## src/rtl/brsm_pkg.sv

```systemverilog
`timescale 1ns / 1ps
// ----------------------------------------------------------------------------
// brsm_pkg
// Types and constants shared by the block range add / range sum blocks.
// ----------------------------------------------------------------------------
package brsm_pkg;

    localparam int IDX_W  = 11;
    localparam int BS_W   = 6;
    localparam int DATA_W = 64;

    // input mode codes
    localparam logic [1:0] MODE_LOAD  = 2'd0;
    localparam logic [1:0] MODE_ADD   = 2'd1;
    localparam logic [1:0] MODE_QUERY = 2'd2;
    localparam logic [1:0] MODE_NONE  = 2'd3;

    // configuration register indexes
    localparam logic CFG_ELEM_COUNT = 1'b0;
    localparam logic CFG_BLOCK_SIZE = 1'b1;

    localparam logic [IDX_W-1:0] RST_ELEM_COUNT = 11'd1024;
    localparam logic [BS_W-1:0]  RST_BLOCK_SIZE = 6'd32;

    typedef enum logic [1:0] {
        OP_LOAD,
        OP_ADD,
        OP_QUERY,
        OP_ERR
    } t_op;

    typedef struct packed {
        logic [1:0]              mode;
        logic [IDX_W-1:0]        first_index;
        logic [IDX_W-1:0]        last_index;
        logic signed [DATA_W-1:0] amount;
    } t_in;

    typedef struct packed {
        logic signed [DATA_W-1:0] range_sum;
        logic                     error;
    } t_out;

    // decoded command handed from the front to the back
    typedef struct packed {
        t_op               op;
        logic [IDX_W-1:0]  lo;
        logic [IDX_W-1:0]  hi;
        logic [IDX_W-1:0]  first_end;
        logic [IDX_W-1:0]  last_start;
        logic [IDX_W-1:0]  sb;
        logic [IDX_W-1:0]  eb;
        logic [BS_W-1:0]   bs;
        logic [DATA_W-1:0] amount;
    } t_cmd;

    typedef enum logic [1:0] {
        FR_IDLE,
        FR_DIV,
        FR_PUSH
    } t_fr_state;

    typedef enum logic [3:0] {
        BK_CLR,
        BK_IDLE,
        BK_LD_RD,
        BK_LD_WR,
        BK_SEG_RD,
        BK_SEG_LD,
        BK_EL_RD,
        BK_EL_OP,
        BK_EL_DIV,
        BK_SEG_END,
        BK_MID_RD,
        BK_MID_OP,
        BK_MID_DIV,
        BK_RES
    } t_bk_state;

endpackage

```

## src/rtl/brsm_queue.sv

```systemverilog
`timescale 1ns / 1ps
// ----------------------------------------------------------------------------
// brsm_queue
// Short command queue between the decode front and the execute back.
// ----------------------------------------------------------------------------
module brsm_queue
    import brsm_pkg::*;
#(
    parameter int DEPTH = 2
) (
    input  logic i_clk,
    input  logic i_rst_n,
    input  logic i_push,
    input  t_cmd i_cmd,
    output logic o_full,
    input  logic i_pop,
    output logic o_valid,
    output t_cmd o_cmd
);

    localparam int PW = (DEPTH > 1) ? $clog2(DEPTH) : 1;
    localparam int CW = $clog2(DEPTH + 1);
    localparam logic [PW-1:0] PTR_LAST = PW'(DEPTH - 1);
    localparam logic [CW-1:0] CNT_FULL = CW'(DEPTH);

    t_cmd          r_mem [DEPTH];
    logic [PW-1:0] r_wr;
    logic [PW-1:0] r_rd;
    logic [CW-1:0] r_cnt;

    // pointers and fill count
    always_ff @(posedge i_clk) begin
        if (!i_rst_n) begin
            r_wr  <= '0;
            r_rd  <= '0;
            r_cnt <= '0;
        end else begin
            if (i_push) begin
                r_wr <= (r_wr == PTR_LAST) ? '0 : r_wr + 1'b1;
            end
            if (i_pop) begin
                r_rd <= (r_rd == PTR_LAST) ? '0 : r_rd + 1'b1;
            end
            if (i_push && !i_pop) begin
                r_cnt <= r_cnt + 1'b1;
            end else if (i_pop && !i_push) begin
                r_cnt <= r_cnt - 1'b1;
            end
        end
    end

    // storage
    always_ff @(posedge i_clk) begin
        if (i_push) begin
            r_mem[r_wr] <= i_cmd;
        end
    end

    assign o_full  = (r_cnt == CNT_FULL);
    assign o_valid = (r_cnt != '0);
    assign o_cmd   = r_mem[r_rd];

endmodule

```

## config.mk

```make
export PLATFORM = sky130hd
export DESIGN_NAME = brsm_queue
export DESIGN_NICKNAME = d
export VERILOG_FILES = /design/src/rtl/brsm_pkg.sv /design/src/rtl/brsm_queue.sv
export SDC_FILE = /design/constraint.sdc
export NUM_CORES = 1
export LEC_CHECK = 0
export ABC_CLOCK_PERIOD_IN_PS = 13700
export CAP_MARGIN = 20
export CELL_PAD_IN_SITES_DETAIL_PLACEMENT = 1
export CELL_PAD_IN_SITES_GLOBAL_PLACEMENT = 1
export CORE_MARGIN = 3
export CORE_UTILIZATION = 57
export DETAILED_ROUTE_END_ITERATION = 10
export DONT_BUFFER_PORTS = 1
export PLACE_DENSITY = 0.8
export SETUP_SLACK_MARGIN = 0.2
export SYNTH_ARGS = -nofsm -noshare
export SYNTH_HDL_FRONTEND = slang
export SYNTH_SLANG_ARGS = --single-unit
```

## constraint.sdc

```tcl
create_clock -name i_clk -period 13.7 [get_ports i_clk]
set_input_delay 3.425 -clock i_clk [delete_from_list [all_inputs] [get_ports i_clk]]
set_output_delay 3.425 -clock i_clk [all_outputs]
set_load 0.005 [all_outputs]
```

==> flow_summary.toml <==
[power_and_ir_drop]
power.switching_fraction = 0.194
p_sw_mw = 0.361
pwr-share-seq = 0.547
power_after_layout_mw = 1.86
cellPowerDensity_nw_per_um2 = 165
power_report.internal_total_mw = 1.50
ir_worst_vdd_mv = 0.126
p_leak_nw = 3.66
power.share.combinational = 0.056
pwr-share-clk = 0.398

[clock_network]
cts.reportedPaths.clkPinSlew_ps = 60
post_cts.repair.setup_buffers = 0
cts_buffer_depth = 3
cts_tree = "done"
clock_latency_ps = 520
post_cts_resized = 0
clock-root-buffer = "sky130_fd_sc_hd__clkbuf_16"
cts_hold_repair.buffers = 0
cts_htree_levels = 1
cts-buffers-inserted = 27
cts_num_sinks = 281

[finish]
multiInputGateArea_sq_um = 1680
flow.area_growth_from_synthesis_pct = 10.3
mostFrequentLayoutCells = "276 x sky130_fd_sc_hd__edfxtp_1, 138 x sky130_fd_sc_hd__mux2_2, 27 x sky130_fd_sc_hd__clkbuf_16, 10 x sky130_fd_sc_hd__clkbuf_1"
nets = 612
antenna_cells_inserted = 0
fillCellCount = 1368
final_common_cell = "sky130_fd_sc_hd__edfxtp_1"
ff_latch_area_sq_um = 8390
layout-drive-gt1-share = 0.367

[synth]
synthCells = 451
avgSynthCellArea_sq_um = 22.7
synthDominantAreaCellType = "sky130_fd_sc_hd__edfxtp_1"
yosys_warning_count = 0
synthesis.area_sq_um = 10200
ys_seq_elements = 281
synthTopCellsByArea = "sky130_fd_sc_hd__edfxtp_1 81%, sky130_fd_sc_hd__mux2_2 15%, sky130_fd_sc_hd__buf_6 1.5%"
netlist.area_leader.share = 0.811
synthDistinctLibCells = 17
seq_area_frac_synth = 0.820
synthesis.nets = 594

[job]
timing.max_cap.violations = 0

[routing]
drtAntennaViolNets = 0
total_routed_length_microns = 19400
drt-initial-drc-count = 235
routed_wire_length_per_instance_microns = 27.2
routed-via-count = 4094
firstDrtPassIters = 4
route.detailed.drc = 0
routed_via_density = 5.74

[global_route]
via_count_of_the_first_global_routing_pass = 4584
grt_max_degree = 73
globalRouteOverflowTotal = 0
antenna_found_initial = 0
grt_usage = 0.193
grt_first_pass_wirelength_microns = 28900

[sta]
slew_headroom = 0.360
min_period_over_period = 0.450
max_freq_ghz = 0.162
report.final.hold_viol_count = 0
grt_setup_unrepaired = "no"
worst_slew_pin_slew_ps = 960
final_period_minus_worst_setup_slack_ps = 6160
post_route_worst_hold_slack_ps = 541
worst_clock_skew_ps = 13.8
finalSetupTns_ps = 0
final_setup_viols = 0
slew_violations = 0

[run_status]
status = "finished clean"

[placement]
replace_congestion = 0.800
port_buffers = 0
dp.final_hpwl_microns = 12900

[hold_path]
hold-path-cell-count = 2
hold_removal_path_class = "reg2reg"

[setup_path]
startpoint_type = "flop"
number_of_cells_on_the_worst_reg_to_reg_path = 2
max_stage_delay_ps = 940
crit_path_cells = "buf_4 > mux2_2"
worst-endpoint-arrival_ps = 2740
worst-path-max-fanout = 72
worstSetupPathType = "reg2out"
crit_path_end_kind = "output pin"
timing.critical_path.required_ps = 10270
crit_slowest_cell = "sky130_fd_sc_hd__dfxtp_4"

[die]
core_sq_um = 17400
die_area_sq_um = 19600
floorplan.die.height_microns = 140
io_pins = 282
initial_core_util = 0.587
die_width_microns = 140
fp-row-count = 48
## critical path: cells and delay by family, from the launching register on
kind	cells	cell delay (ps)
flip-flops	1	940
buffers and inverters	1	770
multiplexers	1	440
## registers in the layout (all words and copies together) (netlist names), named ones only
register,cells
r_wr,1
r_cnt,2
r_mem,276
r_rd,1
## cell usage after synthesis, drive strengths merged
| cell | n |
|---|---|
| edfxtp | 276 |
| mux2 | 138 |
| buf | 15 |
| dfxtp | 5 |
| and2 | 4 |
| nor2b | 2 |
| xor2 | 2 |
| a21boi | 1 |
| and2b | 1 |
| ha | 1 |
| inv | 1 |
| o21a | 1 |
| o21ai | 1 |
| or2 | 1 |
| or3 | 1 |
| xnor2 | 1 |
## layer usage
metal / vias to the layer above / GRT usage / wire length (microns)
li1: 1819 / - / -
met1: 2060 / 0.206 / 6410
met3: 37 / 0.0778 / 1890
met2: 178 / 0.350 / 10600
met4: 0 / 0.0607 / 540
met5: - / 0 / 0
## power by group through the flow
stage | clock network (mW) | registers, mW | logic (mW)
6_report | 0.740 | 1.02 | 0.103
5_1_grt | 0.792 | 1.02 | 0.112
4_1_cts | 0.757 | 1.02 | 0.106
3_5_place_dp | 0 | 1.03 | 0.105
3_3_place_gp | 0 | 1.03 | 0.101
2_1_floorplan | 0 | 1.03 | 0.0957
## final timing paths
| path | slack [ps] | to | from |
|---|---|---|---|
| worst max register to register | 11220 | r_mem[1][26]$_DFFE_PP_ | r_wr$_SDFFE_PN0P_ |
| worst min register to register | 540 | r_cnt[1]$_SDFFE_PN0P_ | r_cnt[1]$_SDFFE_PN0P_ |
| worst min-delay path | 540 | r_cnt[1]$_SDFFE_PN0P_ | r_cnt[1]$_SDFFE_PN0P_ |
| worst max-delay path | 7540 | o_cmd[23] | flop |
## area by class of cell
| cell class | count | share of cell area |
|---|---|---|
| clock buffers | 37 | 0.0633 |
| multi-input cells | 154 | 0.149 |
| clock inverters | 11 | 0.0154 |
| inverters | 1 | 0.000333 |
| repair buffers | 4 | 0.00266 |
| flip-flops and latches | 281 | 0.744 |
| well taps | 225 | 0.0250 |
## kinds of logic after synthesis
kind of cell / share of synthesized area
mux: 0.152
flops: 0.820
fa+ha+maj: 0.00122
simple gates: 0.00563
compound gates: 0.00196
xor+xnor: 0.00257
buf+inv: 0.0163
## per-stage QoR
| stage | cells | cell area (sq um) | utilization | setup slack (ps) |
|---|---|---|---|---|
| after floorplan | 451 | 10200 | - | 3620 |
| after global placement | 665 | 10400 | 0.596 | 8100 |
| after detailed placement | 665 | 10400 | 0.596 | 8020 |
| after CTS | 713 | 11300 | 0.647 | 7470 |
| after global routing | 713 | 11300 | 0.647 | 7320 |
| final | 713 | 11300 | 0.647 | 7540 |
(Power assumes the default switching activity.)
