`src/rtl/brsm_pkg.sv`:
```
`timescale 1ns / 1ps
// ----------------------------------------------------------------------------
// brsm_pkg
// Types and constants shared by the block range add / range sum blocks.
// ----------------------------------------------------------------------------
package brsm_pkg;

    localparam int IDX_W  = 11;
    localparam int BS_W   = 6;
    localparam int DATA_W = 64;

    // input mode codes
    localparam logic [1:0] MODE_LOAD  = 2'd0;
    localparam logic [1:0] MODE_ADD   = 2'd1;
    localparam logic [1:0] MODE_QUERY = 2'd2;
    localparam logic [1:0] MODE_NONE  = 2'd3;

    // configuration register indexes
    localparam logic CFG_ELEM_COUNT = 1'b0;
    localparam logic CFG_BLOCK_SIZE = 1'b1;

    localparam logic [IDX_W-1:0] RST_ELEM_COUNT = 11'd1024;
    localparam logic [BS_W-1:0]  RST_BLOCK_SIZE = 6'd32;

    typedef enum logic [1:0] {
        OP_LOAD,
        OP_ADD,
        OP_QUERY,
        OP_ERR
    } t_op;

    typedef struct packed {
        logic [1:0]              mode;
        logic [IDX_W-1:0]        first_index;
        logic [IDX_W-1:0]        last_index;
        logic signed [DATA_W-1:0] amount;
    } t_in;

    typedef struct packed {
        logic signed [DATA_W-1:0] range_sum;
        logic                     error;
    } t_out;

    // decoded command handed from the front to the back
    typedef struct packed {
        t_op               op;
        logic [IDX_W-1:0]  lo;
        logic [IDX_W-1:0]  hi;
        logic [IDX_W-1:0]  first_end;
        logic [IDX_W-1:0]  last_start;
        logic [IDX_W-1:0]  sb;
        logic [IDX_W-1:0]  eb;
        logic [BS_W-1:0]   bs;
        logic [DATA_W-1:0] amount;
    } t_cmd;

    typedef enum logic [1:0] {
        FR_IDLE,
        FR_DIV,
        FR_PUSH
    } t_fr_state;

    typedef enum logic [3:0] {
        BK_CLR,
        BK_IDLE,
        BK_LD_RD,
        BK_LD_WR,
        BK_SEG_RD,
        BK_SEG_LD,
        BK_EL_RD,
        BK_EL_OP,
        BK_EL_DIV,
        BK_SEG_END,
        BK_MID_RD,
        BK_MID_OP,
        BK_MID_DIV,
        BK_RES
    } t_bk_state;

endpackage

```
`src/rtl/brsm_front.sv`:
```
`timescale 1ns / 1ps
// ----------------------------------------------------------------------------
// brsm_front
// Accepts items, finds block numbers by serial division and checks ranges.
// ----------------------------------------------------------------------------
module brsm_front
    import brsm_pkg::*;
#(
    parameter int MAX_ELEMS  = 1024,
    parameter int MAX_BLOCKS = 64
) (
    input  logic             i_clk,
    input  logic             i_rst_n,
    input  logic             i_in_valid,
    output logic             o_in_ready,
    input  t_in              i_in,
    input  logic [IDX_W-1:0] i_elem_count,
    input  logic [BS_W-1:0]  i_block_size,
    input  logic             i_init_done,
    input  logic             i_q_full,
    output logic             o_push,
    output t_cmd             o_cmd
);

    localparam logic [3:0] DIV_LAST = 4'(IDX_W - 1);

    t_fr_state        r_state;
    t_fr_state        n_state;
    t_in              r_in;
    logic [IDX_W-1:0] r_dl;
    logic [IDX_W-1:0] r_dh;
    logic [BS_W-1:0]  r_rl;
    logic [BS_W-1:0]  r_rh;
    logic [3:0]       r_cnt;

    logic             accept;
    logic [IDX_W-1:0] in_hi;
    logic [BS_W:0]    tl;
    logic [BS_W:0]    th;
    logic             gel;
    logic             geh;
    logic [BS_W:0]    nrl;
    logic [BS_W:0]    nrh;
    logic [IDX_W-1:0] hi;
    logic             bad;

    assign accept = i_in_valid && o_in_ready;
    assign in_hi  = (i_in.mode == MODE_LOAD) ? i_in.first_index : i_in.last_index;

    // one restoring division step for each end of the range
    assign tl  = {r_rl, r_dl[IDX_W-1]};
    assign th  = {r_rh, r_dh[IDX_W-1]};
    assign gel = (tl >= {1'b0, i_block_size});
    assign geh = (th >= {1'b0, i_block_size});
    assign nrl = gel ? (tl - {1'b0, i_block_size}) : tl;
    assign nrh = geh ? (th - {1'b0, i_block_size}) : th;

    // range check and command build
    assign hi  = (r_in.mode == MODE_LOAD) ? r_in.first_index : r_in.last_index;
    assign bad = (r_in.first_index == '0) || (hi < r_in.first_index)
              || (hi > i_elem_count) || (32'(hi) > MAX_ELEMS)
              || (32'(r_dh) >= MAX_BLOCKS)
              || ((r_in.mode == MODE_QUERY) && r_in.amount[DATA_W-1]);

    always_comb begin
        o_cmd.lo         = r_in.first_index;
        o_cmd.hi         = hi;
        o_cmd.first_end  = r_in.first_index
                         + IDX_W'(i_block_size - 1'b1 - r_rl);
        o_cmd.last_start = hi - IDX_W'(r_rh);
        o_cmd.sb         = r_dl;
        o_cmd.eb         = r_dh;
        o_cmd.bs         = i_block_size;
        o_cmd.amount     = r_in.amount;
        if (bad) begin
            o_cmd.op = OP_ERR;
        end else begin
            unique case (r_in.mode)
                MODE_LOAD:  o_cmd.op = OP_LOAD;
                MODE_ADD:   o_cmd.op = OP_ADD;
                default:    o_cmd.op = OP_QUERY;
            endcase
        end
    end

    // next state
    always_comb begin
        n_state = r_state;
        unique case (r_state)
            FR_IDLE: begin
                if (accept) n_state = FR_DIV;
            end
            FR_DIV: begin
                if (r_cnt == DIV_LAST) n_state = FR_PUSH;
            end
            FR_PUSH: begin
                if (r_in.mode == MODE_NONE || !i_q_full) n_state = FR_IDLE;
            end
            default: n_state = FR_IDLE;
        endcase
    end

    // outputs
    always_comb begin
        o_in_ready = (r_state == FR_IDLE) && i_init_done;
        o_push     = (r_state == FR_PUSH) && (r_in.mode != MODE_NONE) && !i_q_full;
    end

    always_ff @(posedge i_clk) begin
        if (!i_rst_n) begin
            r_state <= FR_IDLE;
        end else begin
            r_state <= n_state;
        end
    end

    // divider registers
    always_ff @(posedge i_clk) begin
        if (accept) begin
            r_in  <= i_in;
            r_dl  <= i_in.first_index - 1'b1;
            r_dh  <= in_hi - 1'b1;
            r_rl  <= '0;
            r_rh  <= '0;
            r_cnt <= '0;
        end else if (r_state == FR_DIV) begin
            r_dl  <= {r_dl[IDX_W-2:0], gel};
            r_dh  <= {r_dh[IDX_W-2:0], geh};
            r_rl  <= nrl[BS_W-1:0];
            r_rh  <= nrh[BS_W-1:0];
            r_cnt <= r_cnt + 1'b1;
        end
    end

endmodule

```
`config.mk`:
```
export PLATFORM = sky130hd
export DESIGN_NAME = brsm_front
export DESIGN_NICKNAME = d
export VERILOG_FILES = /design/src/rtl/brsm_pkg.sv /design/src/rtl/brsm_front.sv
export SDC_FILE = /design/constraint.sdc
export NUM_CORES = 1
export LEC_CHECK = 0
export ABC_CLOCK_PERIOD_IN_PS = 5550
export BUFFER_PORTS_ARGS = -buffer_cell sky130_fd_sc_hd__buf_2
export CORE_UTILIZATION = 50
export CTS_BUF_LIST = sky130_fd_sc_hd__clkbuf_4
export DETAILED_ROUTE_END_ITERATION = 16
export PLACE_DENSITY = 0.79
export REMOVE_ABC_BUFFERS = 1
export SLEW_MARGIN = 20
export SYNTH_ARGS = -nofsm -noshare
export SYNTH_HDL_FRONTEND = slang
export SYNTH_SLANG_ARGS = --single-unit
```
`constraint.sdc`:
```
create_clock -name i_clk -period 5.55 [get_ports i_clk]
set_input_delay 0.8325 -clock i_clk [delete_from_list [all_inputs] [get_ports i_clk]]
set_output_delay 0.8325 -clock i_clk [all_outputs]
set_load 0.02 [all_outputs]
```
==> reports/qor.yml <==
worst_setup_path:
  cp-end-kind: "primary output"
  cp_data_required_time_ns: 4.72
  crit_path_end: "o_cmd[136]"
  crit_slowest_cell: "or4b_2"
  r2r_start: "r_dh[10]"
  crit_type: "flop to primary output"
  path_cells: "nor2_1, buf_4, mux2_2, ha_1, a21oi_1, o21ai_0, or4b_2, a311oi_2, o21ai_1, buf_2"
  crit_family: "simple AND/OR/NAND/NOR gates"
  rrSetupSlack_ns: 3.08
  r2r-end: "r_rh[1]"
  reg2reg_depth: 8
  crit_arrival_ns: 4.20
  crit_buf_inv: 2
  startpoint_type: "flop"
  cp_max_fo: 10
  slowest_delay_ns: 0.67
  crit_path_start: "r_in[86]"
  cp.depth: 10
synthesis:
  postSynthAreaPerCell_sq_um: 10.5
  synth_ff_type: "edfxtp_1"
  synth-edff-count: 110
  synth_cells: 739
  syn_area_sq_um: 7780
  synthDistinctLibCells: 52
  yosysMostFrequentCell: "edfxtp_1"
  synth_top_cell_by_area: "edfxtp_1"
  yosysWarnings: 0
  netlist_top_cells_count: "edfxtp_1, buf_4, inv_1"
  yosys-top-cells-area: "edfxtp_1, ha_1, buf_4"
  seq_area_frac_synth: 0.471
  yosys.area.top_type_share: 0.424
  synth-seq-cells: 128
  synthArstFlopShare: 0
power_and_ir_drop:
  combPwrFrac: 0.429
  power_switching_share: 0.392
  vdd_ir_drop_max_mv: 0.237
  clkPwrFrac: 0.204
  internal_power_mw: 2.04
  pwr-share-seq: 0.367
  switching_power_mw: 1.32
  finalPower_mw: 3.35
  power_density_nw_per_um2: 375
  power.leakage_nw: 3.99
clock_network:
  clockBufferDepth: 2
  cts_tree: "built"
  cts_root_buffer: "clkbuf_4"
  htreeDepth: 4
  clock_latency_ns: 0.51
  cts.repair.resized: 0
  cts_made_buffers: 17
  cts.sinks: 128
  postCtsSetupBuffers: 0
  clk_pin_slew_ns: 0.13
  hold_buffers: 0
global_routing:
  grt-ovfl-total: 0
  antenna_found_initial: 0
  grt_pass1_vias: 5838
  grt_use_met1: 0.268
  grt.met2_usage: 0.432
  track_usage: 0.234
  busiest_layer: "met2"
  globalRouteMet3Util: 0.0498
  grt_pass1_wl_um: 28900
  grt_start_max_net_pins: 54
place:
  post-dp-hpwl_um: 15000
  place.gp.congestion: 0.923
  portBuffers: 249
detailed_routing:
  antenna_left: 0
  finalWirelength_um: 18800
  viasPerCell: 5.34
  drc: 0
  vias: 5969
  wl_per_cell_um: 16.8
  dr.pass1.iters: 5
  drtIter0Drc: 350
timing:
  min_period_over_period: 0.906
  hold_viol: 0
  fin_tns_setup_ns: 0
  drv_slew: 0
  worstMarginPinSlew_ns: 0.808
  rsz0062_at_grt: "false"
  fin_skew_ns: 0.0173
  period_needed_ns: 5.03
  fmax_mhz: 199
  hold_ws_ns: 0.479
  setup_viol: 0
  slew_headroom: 0.460
final_layout:
  num-fill-cells: 1295
  seqCellArea_sq_um: 3660
  drive_gt1_frac: 0.323
  final_nets: 1092
  final_core_util: 0.588
  multi_input_area_sq_um: 3210
  areaGrowthSynthToFinish_pct: 15.0
floorplanning:
  io_pins: 250
  die_y_um: 127
  die_w_um: 127
  placementRows: 45
  die_area_sq_um: 16100
  start_util: 0.512
  core-area_sq_um: 15200
flow_run:
  cap_violations: 0
worst_hold_path:
  hp-class: "input port to flop"
outcome:
  status: "complete, no violations"
-- worst register-to-register path, delay by kind of cell (launching register included) --
family | cells | cell delay (ns)
buffers and inverters | 1 | 0.17
adder cells (fa/ha/maj) | 1 | 0.22
AO/OA/AOI/OAI | 3 | 0.71
flip-flops | 1 | 0.41
multiplexers | 1 | 0.39
AND/OR/NAND/NOR | 2 | 0.52
-- per-layer routing --
metal,vias to the layer above,part of all wire
met1,2812,0.42
met3,27,0.064
met5,-,0
li1,2899,-
met4,0,0.014
met2,231,0.51
-- layout by cell type (no fill, tap or decap), types with 4 or more instances in the layout --
master,Yosys,routed
xnor2_1,27,27
fa_1,5,5
mux2i_1,17,17
nor3_1,23,23
o21ai_0,54,54
a21boi_0,4,4
nor2_1,47,47
inv_6,0,5
edfxtp_1,110,110
ha_1,61,61
buf_4,81,5
nor4_1,8,8
mux2_2,10,10
inv_1,64,64
or4_1,4,4
a21oi_1,28,28
xor2_1,18,18
a211oi_1,5,5
buf_2,2,249
nor2b_1,14,14
a21o_1,7,7
nand3_1,16,16
dfxtp_1,18,18
o21a_1,6,6
nand2b_1,4,4
clkbuf_4,0,17
o211ai_1,4,4
nand4_1,7,7
nand2_1,45,45
-- sequential cells by signal, summed over array words and instances, names as in the netlist --
register and count:
o_cmd 75, r_in 13, r_dh 11, r_dl 11
r_rh 6, r_rl 6, r_cnt 4, r_state 2
-- through the flow --
stage | cell area (sq um) | instances | setup WS, ns
3_3_place_gp | 8640 | 1085 | 0.776
6_report | 8950 | 1117 | 0.519
3_5_place_dp | 8640 | 1085 | 0.708
4_1_cts | 8940 | 1116 | 0.471
2_1_floorplan | 7120 | 643 | 0.681
5_1_grt | 8940 | 1116 | 0.343
-- logic make-up (layout without fill, tap and decap cells) --
| group | count (synthesis) | count (layout) | synth area share |
|---|---|---|---|
| other | 0 | 1 | 0 |
| adders and majority gates | 66 | 66 | 0.111 |
| DFF | 128 | 128 | 0.471 |
| xor gates and xnor gates | 45 | 45 | 0.0506 |
| and+or+nand+nor | 184 | 184 | 0.116 |
| buffers and inverters | 161 | 350 | 0.117 |
| AOI/OAI and AO/OA | 128 | 128 | 0.0986 |
| muxes | 27 | 27 | 0.0363 |
-- power by group through the flow --
stage               Clock [mW]  Combinational [mW]  Sequential, mW
floorplan                    0               0.965            1.29
global placement             0                1.41            1.25
detailed placement           0                1.43            1.25
CTS                      0.702                1.44            1.23
global route             0.733                1.58            1.24
finish                   0.683                1.44            1.23
-- area by class of cell --
type | count | area share
repair buffers | 254 | 0.143
multi-input cells | 450 | 0.359
inverters | 65 | 0.0276
clock buffers | 17 | 0.0143
well taps | 188 | 0.0263
flip-flops and latches | 128 | 0.410
clock inverters | 14 | 0.0200
diodes | 1 | 0.000280
-- worst min path at each step --
stage	cells past startpoint	from	slack, ns	endpoint
3_5_place_dp	2	r_rh[5]	0.50	r_rh[5]
6_report	1	i_in[30]	0.48	o_cmd[30]
3_3_place_gp	2	r_cnt[3]	0.49	r_cnt[3]
2_1_floorplan	2	r_rh[4]	0.48	r_rh[4]
4_1_cts	1	i_in[5]	0.44	o_cmd[5]
5_1_grt	1	i_in[22]	0.44	o_cmd[22]
Power figures use the tool's default switching activity.
